File: src/design/rcpdm_pkg.sv
// ----------------------------------------------------------------------------
// rcpdm_pkg
// Types, constants and pulse decode helpers for the RC pulse drive mixer.
// ----------------------------------------------------------------------------
package rcpdm_pkg;

  // Pulse window and decode thresholds, in microseconds.
  localparam logic [15:0] PULSE_MIN  = 16'd800;
  localparam logic [15:0] PULSE_MAX  = 16'd2200;
  localparam logic [15:0] PULSE_MID  = 16'd1500;
  localparam logic [15:0] THR_FLOOR  = 16'd1000;
  localparam logic [15:0] THR_TOP    = 16'd2000;
  localparam logic [15:0] SW_LOW     = 16'd1300;
  localparam logic [15:0] SW_HIGH    = 16'd1700;

  // Stick clamp and full scale command.
  localparam logic [9:0]  HALF_SPAN  = 10'd500;
  localparam logic [9:0]  FULL_SCALE = 10'd1000;

  // Gripper servo pulse widths; all lie inside the 500 to 2500 servo range.
  localparam logic [11:0] SERVO_LOW  = 12'd1944;
  localparam logic [11:0] SERVO_MID  = 12'd1500;
  localparam logic [11:0] SERVO_HIGH = 12'd2278;

  // Lift speed indications.
  localparam logic signed [10:0] LIFT_SPEED_UP   = 11'sd1000;
  localparam logic signed [10:0] LIFT_SPEED_DOWN = -11'sd1000;
  localparam logic signed [1:0]  LIFT_MODE_UP    = 2'sd1;
  localparam logic signed [1:0]  LIFT_MODE_DOWN  = -2'sd1;

  // Shared multiplier. Division by 1000 is a multiply by ceil(2^35 / 1000)
  // and a shift by 35; it is exact for dividends below 2^35 / 632, and every
  // dividend here stays below 2^25.
  localparam int unsigned MulAW      = 25;
  localparam int unsigned MulBW      = 26;
  localparam int unsigned ProdW      = MulAW + MulBW;
  localparam int unsigned RecipShift = 35;
  localparam logic [MulBW-1:0] RECIP_1000 = 26'd34359739;

  // Sequencer states.
  typedef enum logic [2:0] {
    ST_IDLE,
    ST_MUL1,
    ST_DIV1,
    ST_MUL2,
    ST_DIV2,
    ST_DONE
  } state_e;

  // Configuration register indexes.
  typedef enum logic [2:0] {
    CFG_CENTER_DZ  = 3'd0,
    CFG_STOP_DZ    = 3'd1,
    CFG_RESTART_DZ = 3'd2,
    CFG_MAX_SPEED  = 3'd3,
    CFG_LIFT_STEPS = 3'd4
  } cfg_idx_e;

  // Three position switch decode.
  typedef enum logic [1:0] {
    POS_LOW  = 2'd0,
    POS_MID  = 2'd1,
    POS_HIGH = 2'd2
  } sw_pos_e;

  // Lift request codes.
  typedef enum logic [1:0] {
    LIFT_NONE = 2'd0,
    LIFT_UP   = 2'd1,
    LIFT_DOWN = 2'd2
  } lift_req_e;

  // A stick pulse split into validity, side of center and distance from it.
  typedef struct packed {
    logic       ok;
    logic       neg;
    logic [9:0] mag;
  } stick_t;

  function automatic logic pulse_ok(logic [15:0] p);
    return (p >= PULSE_MIN) && (p <= PULSE_MAX);
  endfunction

  function automatic stick_t stick_decode(logic [15:0] p);
    stick_t     s;
    logic [15:0] d;
    s.ok = pulse_ok(p);
    if (p >= PULSE_MID) begin
      s.neg = 1'b0;
      d     = p - PULSE_MID;
    end else begin
      s.neg = 1'b1;
      d     = PULSE_MID - p;
    end
    // A valid pulse is at most 700 away from center.
    s.mag = s.ok ? d[9:0] : 10'd0;
    return s;
  endfunction

  // An invalid stick counts as resting near center.
  function automatic logic stick_near(stick_t s, logic [8:0] band);
    return !s.ok || (s.mag <= {1'b0, band});
  endfunction

  // Magnitude of the command: zero inside the deadzone, else clamped and doubled.
  function automatic logic [9:0] cmd_mag(stick_t s, logic [8:0] dz);
    logic [9:0] c;
    if (!s.ok || (s.mag < {1'b0, dz})) begin
      c = 10'd0;
    end else if (s.mag > HALF_SPAN) begin
      c = HALF_SPAN;
    end else begin
      c = s.mag;
    end
    return {c[8:0], 1'b0};
  endfunction

  function automatic logic [9:0] throttle_scale(logic [15:0] p);
    logic [15:0] d;
    d = p - THR_FLOOR;
    if (!pulse_ok(p) || (p <= THR_FLOOR)) begin
      return 10'd0;
    end else if (p >= THR_TOP) begin
      return FULL_SCALE;
    end else begin
      return d[9:0];
    end
  endfunction

  function automatic sw_pos_e three_pos(logic [15:0] p);
    if (!pulse_ok(p)) begin
      return POS_MID;
    end else if (p <= SW_LOW) begin
      return POS_LOW;
    end else if (p >= SW_HIGH) begin
      return POS_HIGH;
    end else begin
      return POS_MID;
    end
  endfunction

endpackage

File: src/design/rc_pulse_drive_mixer_top.sv
// ----------------------------------------------------------------------------
// rc_pulse_drive_mixer_top
// Radio pulse mixer for a differential drive with gripper and lift outputs.
// ----------------------------------------------------------------------------
// One input beat carries a radio frame of pulse widths plus the line follow
// override; one output beat carries the wheel speeds, stick commands, throttle
// scale, gripper selection and lift request for that frame. Both channels use
// valid/ready. Configuration is a plain write port (cfg_we_i, cfg_idx_i,
// cfg_wdata_i) that takes effect at once; write it only while idle.
// The sequencer steps through MUL1, DIV1, MUL2, DIV2 and DONE after the input
// beat is taken, and the result is registered on leaving DONE. A new frame is
// taken only in idle, once the single shared multiplier has been used four
// times: command times throttle, divide by 1000 as a reciprocal multiply,
// times max drive speed, and a second divide by 1000.
// The stop latch and lift edge state update when the input beat is taken.
// A new frame is taken while the previous result still waits in the output
// register; if the receiver stalls, the finished frame waits in the last
// sequencer state until the output register frees up.
// Reset sets the stop latch, clears lift history and loads the register
// defaults (center 40, stop 80, restart 120, max speed 20000).
module rc_pulse_drive_mixer_top (
  input  logic                  clk_i,
  input  logic                  rst_ni,
  // Configuration write port.
  input  logic                  cfg_we_i,
  input  logic [2:0]            cfg_idx_i,
  input  logic [15:0]           cfg_wdata_i,
  // Input channel.
  input  logic                  in_valid_i,
  output logic                  in_ready_o,
  input  logic [15:0]           turn_pulse_i,
  input  logic [15:0]           move_pulse_i,
  input  logic [15:0]           throttle_pulse_i,
  input  logic [15:0]           gripper_switch_pulse_i,
  input  logic [15:0]           lift_switch_pulse_i,
  input  logic                  follow_active_i,
  input  logic signed [15:0]    follow_left_speed_i,
  input  logic signed [15:0]    follow_right_speed_i,
  // Output channel.
  output logic                  out_valid_o,
  input  logic                  out_ready_i,
  output logic signed [15:0]    left_drive_o,
  output logic signed [15:0]    right_drive_o,
  output logic signed [10:0]    move_command_o,
  output logic signed [10:0]    turn_command_o,
  output logic [9:0]            speed_scale_o,
  output logic [1:0]            gripper_position_o,
  output logic [11:0]           servo_pulse_o,
  output logic [1:0]            lift_request_o,
  output logic signed [1:0]     lift_mode_o,
  output logic signed [10:0]    lift_speed_o,
  output logic [31:0]           lift_trigger_total_o
);
  import rcpdm_pkg::*;

  // Configuration registers.
  logic [8:0]  cd_q, sd_q, rd_q;
  logic [14:0] mds_q;

  // Sequencer and frame state.
  state_e             state_q, state_d;
  logic               stop_q, stop_d;
  logic               lift_seen_q, lift_seen_d;
  sw_pos_e            lift_prev_q, lift_prev_d;
  logic signed [1:0]  lift_mode_q, lift_mode_d;
  logic signed [10:0] lift_speed_q, lift_speed_d;
  logic [31:0]        lift_count_q, lift_count_d;

  // Staged frame results, held while the multiplier works.
  logic signed [10:0] fwd_cmd_q, fwd_cmd_d;
  logic signed [10:0] yaw_cmd_q, yaw_cmd_d;
  logic [9:0]         scale_q, scale_d;
  sw_pos_e            grip_q, grip_d;
  logic [11:0]        servo_q, servo_d;
  lift_req_e          req_q, req_d;
  logic [9:0]         mix_mag_q, mix_mag_d;
  logic               mix_neg_q, mix_neg_d;
  logic               spin_q, spin_d;
  logic               follow_q;
  logic signed [15:0] fl_q, fr_q;

  // Shared multiplier.
  logic [MulAW-1:0] mul_a;
  logic [MulBW-1:0] mul_b;
  logic [ProdW-1:0] prod_q;
  logic             prod_en;

  // Output register.
  logic               out_valid_q;
  logic               load_in, load_out;
  logic signed [15:0] tmag, tval, ldrive, rdrive;

  // Stick decode.
  stick_t     mv_s, tn_s;
  logic [9:0] mv_mag, tn_mag;
  logic       tn_neg;
  logic       both_near_stop, any_past_restart;
  sw_pos_e    lift_now;

  // Configuration writes; the lift step count affects no result and is dropped.
  always_ff @(posedge clk_i or negedge rst_ni) begin
    if (!rst_ni) begin
      cd_q  <= 9'd40;
      sd_q  <= 9'd80;
      rd_q  <= 9'd120;
      mds_q <= 15'd20000;
    end else if (cfg_we_i) begin
      unique case (cfg_idx_e'(cfg_idx_i))
        CFG_CENTER_DZ:  cd_q  <= cfg_wdata_i[8:0];
        CFG_STOP_DZ:    sd_q  <= cfg_wdata_i[8:0];
        CFG_RESTART_DZ: rd_q  <= cfg_wdata_i[8:0];
        CFG_MAX_SPEED:  mds_q <= cfg_wdata_i[14:0];
        default: ;
      endcase
    end
  end

  // Sequencer next state and strobes.
  always_comb begin
    state_d  = state_q;
    load_in  = 1'b0;
    load_out = 1'b0;
    prod_en  = 1'b0;
    unique case (state_q)
      ST_IDLE: begin
        if (in_valid_i) begin
          load_in = 1'b1;
          state_d = ST_MUL1;
        end
      end
      ST_MUL1: begin
        prod_en = 1'b1;
        state_d = ST_DIV1;
      end
      ST_DIV1: begin
        prod_en = 1'b1;
        state_d = ST_MUL2;
      end
      ST_MUL2: begin
        prod_en = 1'b1;
        state_d = ST_DIV2;
      end
      ST_DIV2: begin
        prod_en = 1'b1;
        state_d = ST_DONE;
      end
      ST_DONE: begin
        if (!out_valid_q || out_ready_i) begin
          load_out = 1'b1;
          state_d  = ST_IDLE;
        end
      end
      default: state_d = ST_IDLE;
    endcase
  end

  assign in_ready_o = (state_q == ST_IDLE);

  // Frame decode, stop latch and lift edge detection at the input beat.
  always_comb begin
    mv_s   = stick_decode(move_pulse_i);
    tn_s   = stick_decode(turn_pulse_i);
    mv_mag = cmd_mag(mv_s, cd_q);
    tn_mag = cmd_mag(tn_s, cd_q);
    // The turn command is the negated centered turn stick.
    tn_neg = !tn_s.neg;

    both_near_stop   = stick_near(mv_s, sd_q) && stick_near(tn_s, sd_q);
    any_past_restart = !stick_near(mv_s, rd_q) || !stick_near(tn_s, rd_q);

    priority if (both_near_stop) begin
      stop_d = 1'b1;
    end else if (stop_q && any_past_restart) begin
      stop_d = 1'b0;
    end else begin
      stop_d = stop_q;
    end

    // Commands read zero while the latch is set.
    if (stop_d) begin
      fwd_cmd_d = 11'sd0;
      yaw_cmd_d = 11'sd0;
    end else begin
      fwd_cmd_d = mv_s.neg ? -$signed({1'b0, mv_mag}) : $signed({1'b0, mv_mag});
      yaw_cmd_d = tn_neg ? -$signed({1'b0, tn_mag}) : $signed({1'b0, tn_mag});
    end

    // Pick the command that feeds the multiplier: spin wins over straight.
    priority if (stop_d) begin
      mix_mag_d = 10'd0;
      mix_neg_d = 1'b0;
      spin_d    = 1'b0;
    end else if (tn_mag != 10'd0) begin
      mix_mag_d = tn_mag;
      mix_neg_d = tn_neg;
      spin_d    = 1'b1;
    end else begin
      mix_mag_d = mv_mag;
      mix_neg_d = mv_s.neg;
      spin_d    = 1'b0;
    end

    scale_d = throttle_scale(throttle_pulse_i);
    grip_d  = three_pos(gripper_switch_pulse_i);
    unique case (grip_d)
      POS_HIGH: servo_d = SERVO_HIGH;
      POS_LOW:  servo_d = SERVO_LOW;
      default:  servo_d = SERVO_MID;
    endcase

    // Lift: the first frame only records the position; later a change to
    // high or low raises a request.
    lift_now     = three_pos(lift_switch_pulse_i);
    lift_seen_d  = 1'b1;
    lift_prev_d  = lift_now;
    lift_mode_d  = lift_mode_q;
    lift_speed_d = lift_speed_q;
    lift_count_d = lift_count_q;
    req_d        = LIFT_NONE;
    if (lift_seen_q && (lift_now != lift_prev_q)) begin
      if (lift_now == POS_HIGH) begin
        lift_mode_d  = LIFT_MODE_UP;
        lift_speed_d = LIFT_SPEED_UP;
        lift_count_d = lift_count_q + 32'd1;
        req_d        = LIFT_UP;
      end else if (lift_now == POS_LOW) begin
        lift_mode_d  = LIFT_MODE_DOWN;
        lift_speed_d = LIFT_SPEED_DOWN;
        lift_count_d = lift_count_q + 32'd1;
        req_d        = LIFT_DOWN;
      end
    end
  end

  // Control state.
  always_ff @(posedge clk_i or negedge rst_ni) begin
    if (!rst_ni) begin
      state_q      <= ST_IDLE;
      stop_q       <= 1'b1;
      lift_seen_q  <= 1'b0;
      lift_prev_q  <= POS_MID;
      lift_mode_q  <= 2'sd0;
      lift_speed_q <= 11'sd0;
      lift_count_q <= 32'd0;
      out_valid_q  <= 1'b0;
    end else begin
      state_q <= state_d;
      if (load_in) begin
        stop_q       <= stop_d;
        lift_seen_q  <= lift_seen_d;
        lift_prev_q  <= lift_prev_d;
        lift_mode_q  <= lift_mode_d;
        lift_speed_q <= lift_speed_d;
        lift_count_q <= lift_count_d;
      end
      if (load_out) begin
        out_valid_q <= 1'b1;
      end else if (out_ready_i) begin
        out_valid_q <= 1'b0;
      end
    end
  end

  // Staged frame payload.
  always_ff @(posedge clk_i) begin
    if (load_in) begin
      fwd_cmd_q  <= fwd_cmd_d;
      yaw_cmd_q  <= yaw_cmd_d;
      scale_q    <= scale_d;
      grip_q     <= grip_d;
      servo_q    <= servo_d;
      req_q      <= req_d;
      mix_mag_q  <= mix_mag_d;
      mix_neg_q  <= mix_neg_d;
      spin_q     <= spin_d;
      follow_q   <= follow_active_i;
      fl_q       <= follow_left_speed_i;
      fr_q       <= follow_right_speed_i;
    end
  end

  // Shared multiplier operands: magnitudes only, signs are applied at the end.
  always_comb begin
    unique case (state_q)
      ST_MUL1: begin
        mul_a = MulAW'(mix_mag_q);
        mul_b = MulBW'(scale_q);
      end
      ST_DIV1, ST_DIV2: begin
        mul_a = prod_q[MulAW-1:0];
        mul_b = RECIP_1000;
      end
      ST_MUL2: begin
        mul_a = MulAW'(prod_q[RecipShift +: 10]);
        mul_b = MulBW'(mds_q);
      end
      default: begin
        mul_a = '0;
        mul_b = '0;
      end
    endcase
  end

  always_ff @(posedge clk_i) begin
    if (prod_en) begin
      prod_q <= ProdW'(mul_a) * ProdW'(mul_b);
    end
  end

  // Wheel speeds: a spin drives both wheels to the same negated value.
  always_comb begin
    tmag = $signed({1'b0, prod_q[RecipShift +: 15]});
    tval = mix_neg_q ? -tmag : tmag;
    if (follow_q) begin
      ldrive = -fl_q;
      rdrive = fr_q;
    end else begin
      ldrive = -tval;
      rdrive = spin_q ? -tval : tval;
    end
  end

  // Output register.
  always_ff @(posedge clk_i) begin
    if (load_out) begin
      left_drive_o         <= ldrive;
      right_drive_o        <= rdrive;
      move_command_o       <= fwd_cmd_q;
      turn_command_o       <= yaw_cmd_q;
      speed_scale_o        <= scale_q;
      gripper_position_o   <= grip_q;
      servo_pulse_o        <= servo_q;
      lift_request_o       <= req_q;
      lift_mode_o          <= lift_mode_q;
      lift_speed_o         <= lift_speed_q;
      lift_trigger_total_o <= lift_count_q;
    end
  end

  assign out_valid_o = out_valid_q;

endmodule

File: config.mk
export PLATFORM = sky130hd
export DESIGN_NAME = rc_pulse_drive_mixer_top
export DESIGN_NICKNAME = d
export VERILOG_FILES = /design/src/design/rcpdm_pkg.sv /design/src/design/rc_pulse_drive_mixer_top.sv
export SDC_FILE = /design/constraint.sdc
export NUM_CORES = 1
export LEC_CHECK = 0
export BUFFER_PORTS_ARGS = -buffer_cell sky130_fd_sc_hd__buf_2
export CAP_MARGIN = 10
export CORE_MARGIN = 2
export CORE_UTILIZATION = 50
export CTS_BUF_LIST = sky130_fd_sc_hd__clkbuf_4 sky130_fd_sc_hd__clkbuf_8 sky130_fd_sc_hd__clkbuf_16
export DETAILED_ROUTE_END_ITERATION = 10
export GPL_TIMING_DRIVEN = 1
export PLACE_DENSITY = 0.67
export SYNTH_ARGS = -nofsm -noshare
export SYNTH_HDL_FRONTEND = slang
export SYNTH_SLANG_ARGS = --single-unit
File: constraint.sdc
create_clock -name clk_i -period 19.25 [get_ports clk_i]
set_input_delay 1.925 -clock clk_i [delete_from_list [all_inputs] [get_ports clk_i]]
set_output_delay 1.925 -clock clk_i [all_outputs]
set_load 0.05 [all_outputs]
== Word level (Yosys, flattened, before mapping) ==
Index checks and enable logic that the tools add are counted.

* Flip-flop bits (word level): 363
* Latch bits: 0
* Memory bits (writable): 0
* Memory bits (read-only): 0
* Bits of input ports: 137
* Output and inout port bits: 127
* Logic and storage cells: 183
* Memories kept: 0

* $add $sub $neg: 11
* Multiply operators: 1
* Divide/modulo/power cells: 0
* Magnitude comparators: 26
* Eq/ne operators: 13
* Shifts and indexed selects: 0
* Multiplexer cells: 48
* Bitwise gates (word level): 2
* Reductions and logical operators: 42

{| class="wikitable"
|+ Operators with widths
! kind !! count
|-
| 16-bit by 10-bit >= comparator with 1-bit output, second input constant || 5
|-
| 16-bit by 11-bit >= comparator with 1-bit output, second input constant || 5
|-
| 16-bit by 12-bit <= comparator with 1-bit output, second input constant || 5
|-
| 10-bit 2-to-1 mux || 8
|-
| 26-bit case mux with 3 select lines || 1
|-
| 25-bit case mux with 3 select lines || 1
|-
| 16-bit 2-to-1 mux || 4
|-
| 32-bit 2-to-1 mux || 2
|-
| 25-bit by 26-bit multiplier with 50-bit output || 1
|-
| 10-bit by 9-bit <= comparator with 1-bit output || 4
|-
| 9-bit 2-to-1 mux || 4
|-
| 32-bit by 1-bit adder with 32-bit output, second input constant || 1
|-
| 16-bit by 11-bit <= comparator with 1-bit output, second input constant || 2
|-
| 16-bit negation || 2
|-
| 12-bit case mux with 2 select lines || 1
|-
| 11-bit 2-to-1 mux || 2
|-
| 10-bit negation with 11-bit output || 2
|-
| 10-bit by 9-bit > comparator with 1-bit output, second input constant || 2
|-
| 10-bit by 9-bit less-than comparator with 1-bit output || 2
|-
| 10-bit by 9-bit subtractor with 10-bit output, second input constant || 2
|-
| 9-bit by 10-bit subtractor with 10-bit output, first input constant || 2
|-
| 2-bit 2-to-1 mux || 9
|-
| 3-bit case mux with 6 select lines || 1
|-
| 16-bit by 10-bit <= comparator with 1-bit output, second input constant || 1
|-
| other kinds (22) || 74
|}

== Longest topological paths before layout ==
* Depth after elaboration: 11
* Mapped depth: 32
* Gate-level depth less buffers: 28

== Worst setup path before layout ==
Ideal clock, no wire load.

* Path type: register to register
* Start point: reg state_q[0]
* End point: reg prod_q[49], data pin
* Arrival time: 8120 ps
* Path slack: 10875 ps
* Cell stages (with the launch flop): 29
* Period minus slack after synthesis: 8375 ps
* Cells stage by stage: dfrtp_1 -> clkbuf_1 -> buf_1 -> clkbuf_1 -> a21oi_1 -> o31ai_1 -> nand2_1 -> fa_1 -> inv_1 -> fa_1 -> inv_1 -> fa_1 -> fa_1 -> fa_1 -> inv_1 -> fa_1 -> inv_1 -> fa_1 -> inv_1 -> ha_1 -> a21oi_1 -> o21bai_1 -> a221oi_1 -> a21oi_1 -> nand3b_1 -> a41oi_1 -> o21ai_1 -> or4_1 -> and3_1

* Longest elaborated chain between the ends: 4
* Elaborated cells between the ends (all ways): 8
* Classes of those cells: mul: 1; eq/ne: 4; mux: 2; reduce/logical: 1

{| class="wikitable"
|+ Ends and longest elaborated chain
! what !! RTL line !! source
|-
| start, declared || rc_pulse_drive_mixer_top.sv:61 || <nowiki>state_e state_q, state_d;</nowiki>
|-
| start signal, assigned || rc_pulse_drive_mixer_top.sv:247 || <nowiki>state_q <= state_d;</nowiki>
|-
| 3-bit by 2-bit equality test with 1-bit output / 3-bit equality test (equally long branches) || rc_pulse_drive_mixer_top.sv:284 || <nowiki>unique case (state_q)</nowiki>
|-
| 2-bit OR reduction || rc_pulse_drive_mixer_top.sv:284 ||
|-
| 25-bit case mux with 3 select lines / 26-bit case mux with 3 select lines (equally long branches) || rc_pulse_drive_mixer_top.sv:284 ||
|-
| 25-bit by 26-bit multiplier with 50-bit output * || rc_pulse_drive_mixer_top.sv:306 || <nowiki>prod_q <= ProdW'(mul_a) * ProdW'(mul_b);</nowiki>
|-
| end signal, assigned || rc_pulse_drive_mixer_top.sv:306 ||
|-
| end, declared || rc_pulse_drive_mixer_top.sv:85 || <nowiki>logic [ProdW-1:0] prod_q;</nowiki>
|}

Every way passes the cells marked *; elsewhere a longest branch is shown, timed or not.
A chain may end at the register's enable or synchronous reset.

== Worst setup path in the final report ==
* Start point: reg state_q[1]
* End point: reg prod_q[49], data pin

The elaborated chain is that of the path after synthesis.

==> results.ini <==
[outcome]
status = complete, no violations

[synth]
synthDistinctLibCells = 92
yosys.cell_count.top_type = inv_1
synth_area_leader_cell = fa_1
ys_ff_latch = 312
yosys_warnings = 0
synth_area_leaders = fa_1 (23%), edfxtp_1 (22%), ha_1 (12%)
synth_seq_area_share_pct = 28.8
synth_top_area_share_pct = 22.7
syn_inst = 3108
synthesis.area_sq_um = 31200
synthArstFlopShare_pct = 27.2
synth_ff_type = edfxtp_1
syn_avg_cell_area_sq_um = 10.0
synthTopCellsByCount = inv_1 (626), fa_1 (354), ha_1 (299)
synth-edff-count = 227

[route]
wl_mm = 72.5
viasPerCell = 5.17
firstDrtPassIters = 8
final_antenna_net_count = 0
detail_route.drc_violations = 0
dr_total_vias = 22181
post_drt_wl_per_cell_um = 16.9
first_iter_violations = 1177

[clock_network]
cts.clk_slew.worst_paths_ns = 0.06
clockBufferDepth = 3
cts_buffers = 35
clock-root-buffer = clkbuf_16
postCtsSetupBuffers = 0
cts.repair.resized = 0
ctsHoldBuffers = 0
cts_tree = yes
clkSinkCount = 312
cts_max_level = 2
clock_latency_ns = 0.56

[worst_hold_path]
hold_class = reg -> reg
hold_depth = 0

[floorplanning]
core-area_sq_um = 61700
rows = 91
dieArea_sq_um = 64300
die_width_um = 254
die_h_um = 254
start_util_pct = 50.5
ios = 264

[sta]
slew_headroom_pct = 30.3
final.period_utilization_pct = 50.2
slew_viol_final = 0
hold_viol_final = 0
timing.fmax_mhz = 104
tightest_slew_ns = 1.04
tns_ns = 0
clock_skew_ns = 0.0255
rsz0062_at_grt = no
setup_viol = 0
min_period_ns = 9.66

[worst_setup_path]
reg2reg_slack_ns = 9.59
critical-path-slowest-cell = a21oi_4
cpMostUsedCell = fa_1
reg2regPathDepth = 29
required_ns = 19.57
path_class = reg -> reg
cp_slowest_stage_delay_ns = 0.67
arrival_ns = 9.98
start_kind = flip-flop
crit_fanout = 50
cp-end-kind = flip-flop

[final_layout]
area_delta_synth_final_pct = 11.8
layout.nets = 4219
layout-drive-gt1-share_pct = 12.6

[grt]
grt_pass1_vias = 22542
grt_antenna_before_repair = 5
grt_max_degree = 73
grt_usage_pct = 23.4
grt_pass1_wl_mm = 119
grt_overflow = 0

[placed_design]
post-dp-hpwl_mm = 58.8
gp_congestion = 0.887
io_buffers = 255

[job]
max_cap_violations = 0

==> state kept, by name, indices dropped and copies added (netlist names), 15 cells and up <==
name                  cells
fr_q                     16
lift_trigger_total_o     32
fl_q                     16
mds_q                    15
lift_count_q             32
prod_q                   40
left_drive_o             16
right_drive_o            16
==> critical path, delay by kind of cell (launching register included) <==
kind                       cells  cell delay (ns)
adders and majority gates      8             3.91
DFF                            1             0.37
AOI/OAI and AO/OA              8             2.24
and+or+nand+nor                5             1.68
buffers and inverters          8             1.17
==> logic make-up (layout without fill, tap and decap cells) <==
| group | Yosys count | after routing | share of synthesized area [%] |
|---|---|---|---|
| other | 2 | 98 | 0.0241 |
| buffers and inverters | 725 | 977 | 9.06 |
| XOR/XNOR | 144 | 144 | 4.07 |
| AO/OA/AOI/OAI | 428 | 428 | 9.00 |
| flip-flops | 312 | 312 | 28.8 |
| AND/OR/NAND/NOR | 792 | 792 | 12.5 |
| multiplexers | 52 | 52 | 1.81 |
| adder cells (fa/ha/maj) | 653 | 653 | 34.7 |
==> through the flow <==
stage	area [sq um]	hold slack (ns)	setup slack [ns]	utilization [%]	std cells
2_1_floorplan	31500	0.400	10.87	-	3203
3_3_place_gp	33700	0.401	9.58	54.6	4229
3_5_place_dp	33700	0.405	9.60	54.6	4229
4_1_cts	34800	0.418	9.58	56.5	4292
5_1_grt	34800	0.420	9.08	56.5	4293
6_report	34800	0.415	9.59	56.5	4293
==> final timing paths <==
check,startpoint,endpoint
max,state_q[1],prod_q[49]
min,req_q[1],lift_request_o[1]
max reg2reg,state_q[1],prod_q[49]
min reg2reg,req_q[1],lift_request_o[1]
max in group asynchronous,rst_ni,mds_q[12]
min in group asynchronous,rst_ni,lift_prev_q[1]
==> layout by cell type (no fill, tap or decap), types with 47 or more instances in the layout <==
cell,netlist,layout
nor3_1,48,48
o21ai_0,126,125
nor2_1,137,137
edfxtp_1,227,227
fa_1,354,354
dfrtp_1,70,70
xnor2_1,76,75
conb_1,2,97
inv_1,626,625
nand3_1,47,47
ha_1,299,299
nand2_1,295,295
xor2_1,67,67
a21oi_1,90,89
and2_1,80,80
buf_2,10,254
==> cell type report <==
type                    count  area [sq um]
diodes                      1          2.50
well taps                 837          1050
clock buffers              45           963
clock inverters            18           213
multi-input cells        2166         19800
fillers                  5498         26900
flip-flops and latches    312          8960
inverters                 626          2350
repair buffers            288          1530
==> layer usage <==
layer	wire (um)	global-route usage [%]
met5	37	0
met4	1840	6.22
met3	3460	3.13
met2	34300	38.4
met1	32800	32.7
Power is left out: the tool's default activity adds up to more than one toggle a clock period on the data nets, which glitch-free logic cannot reach.
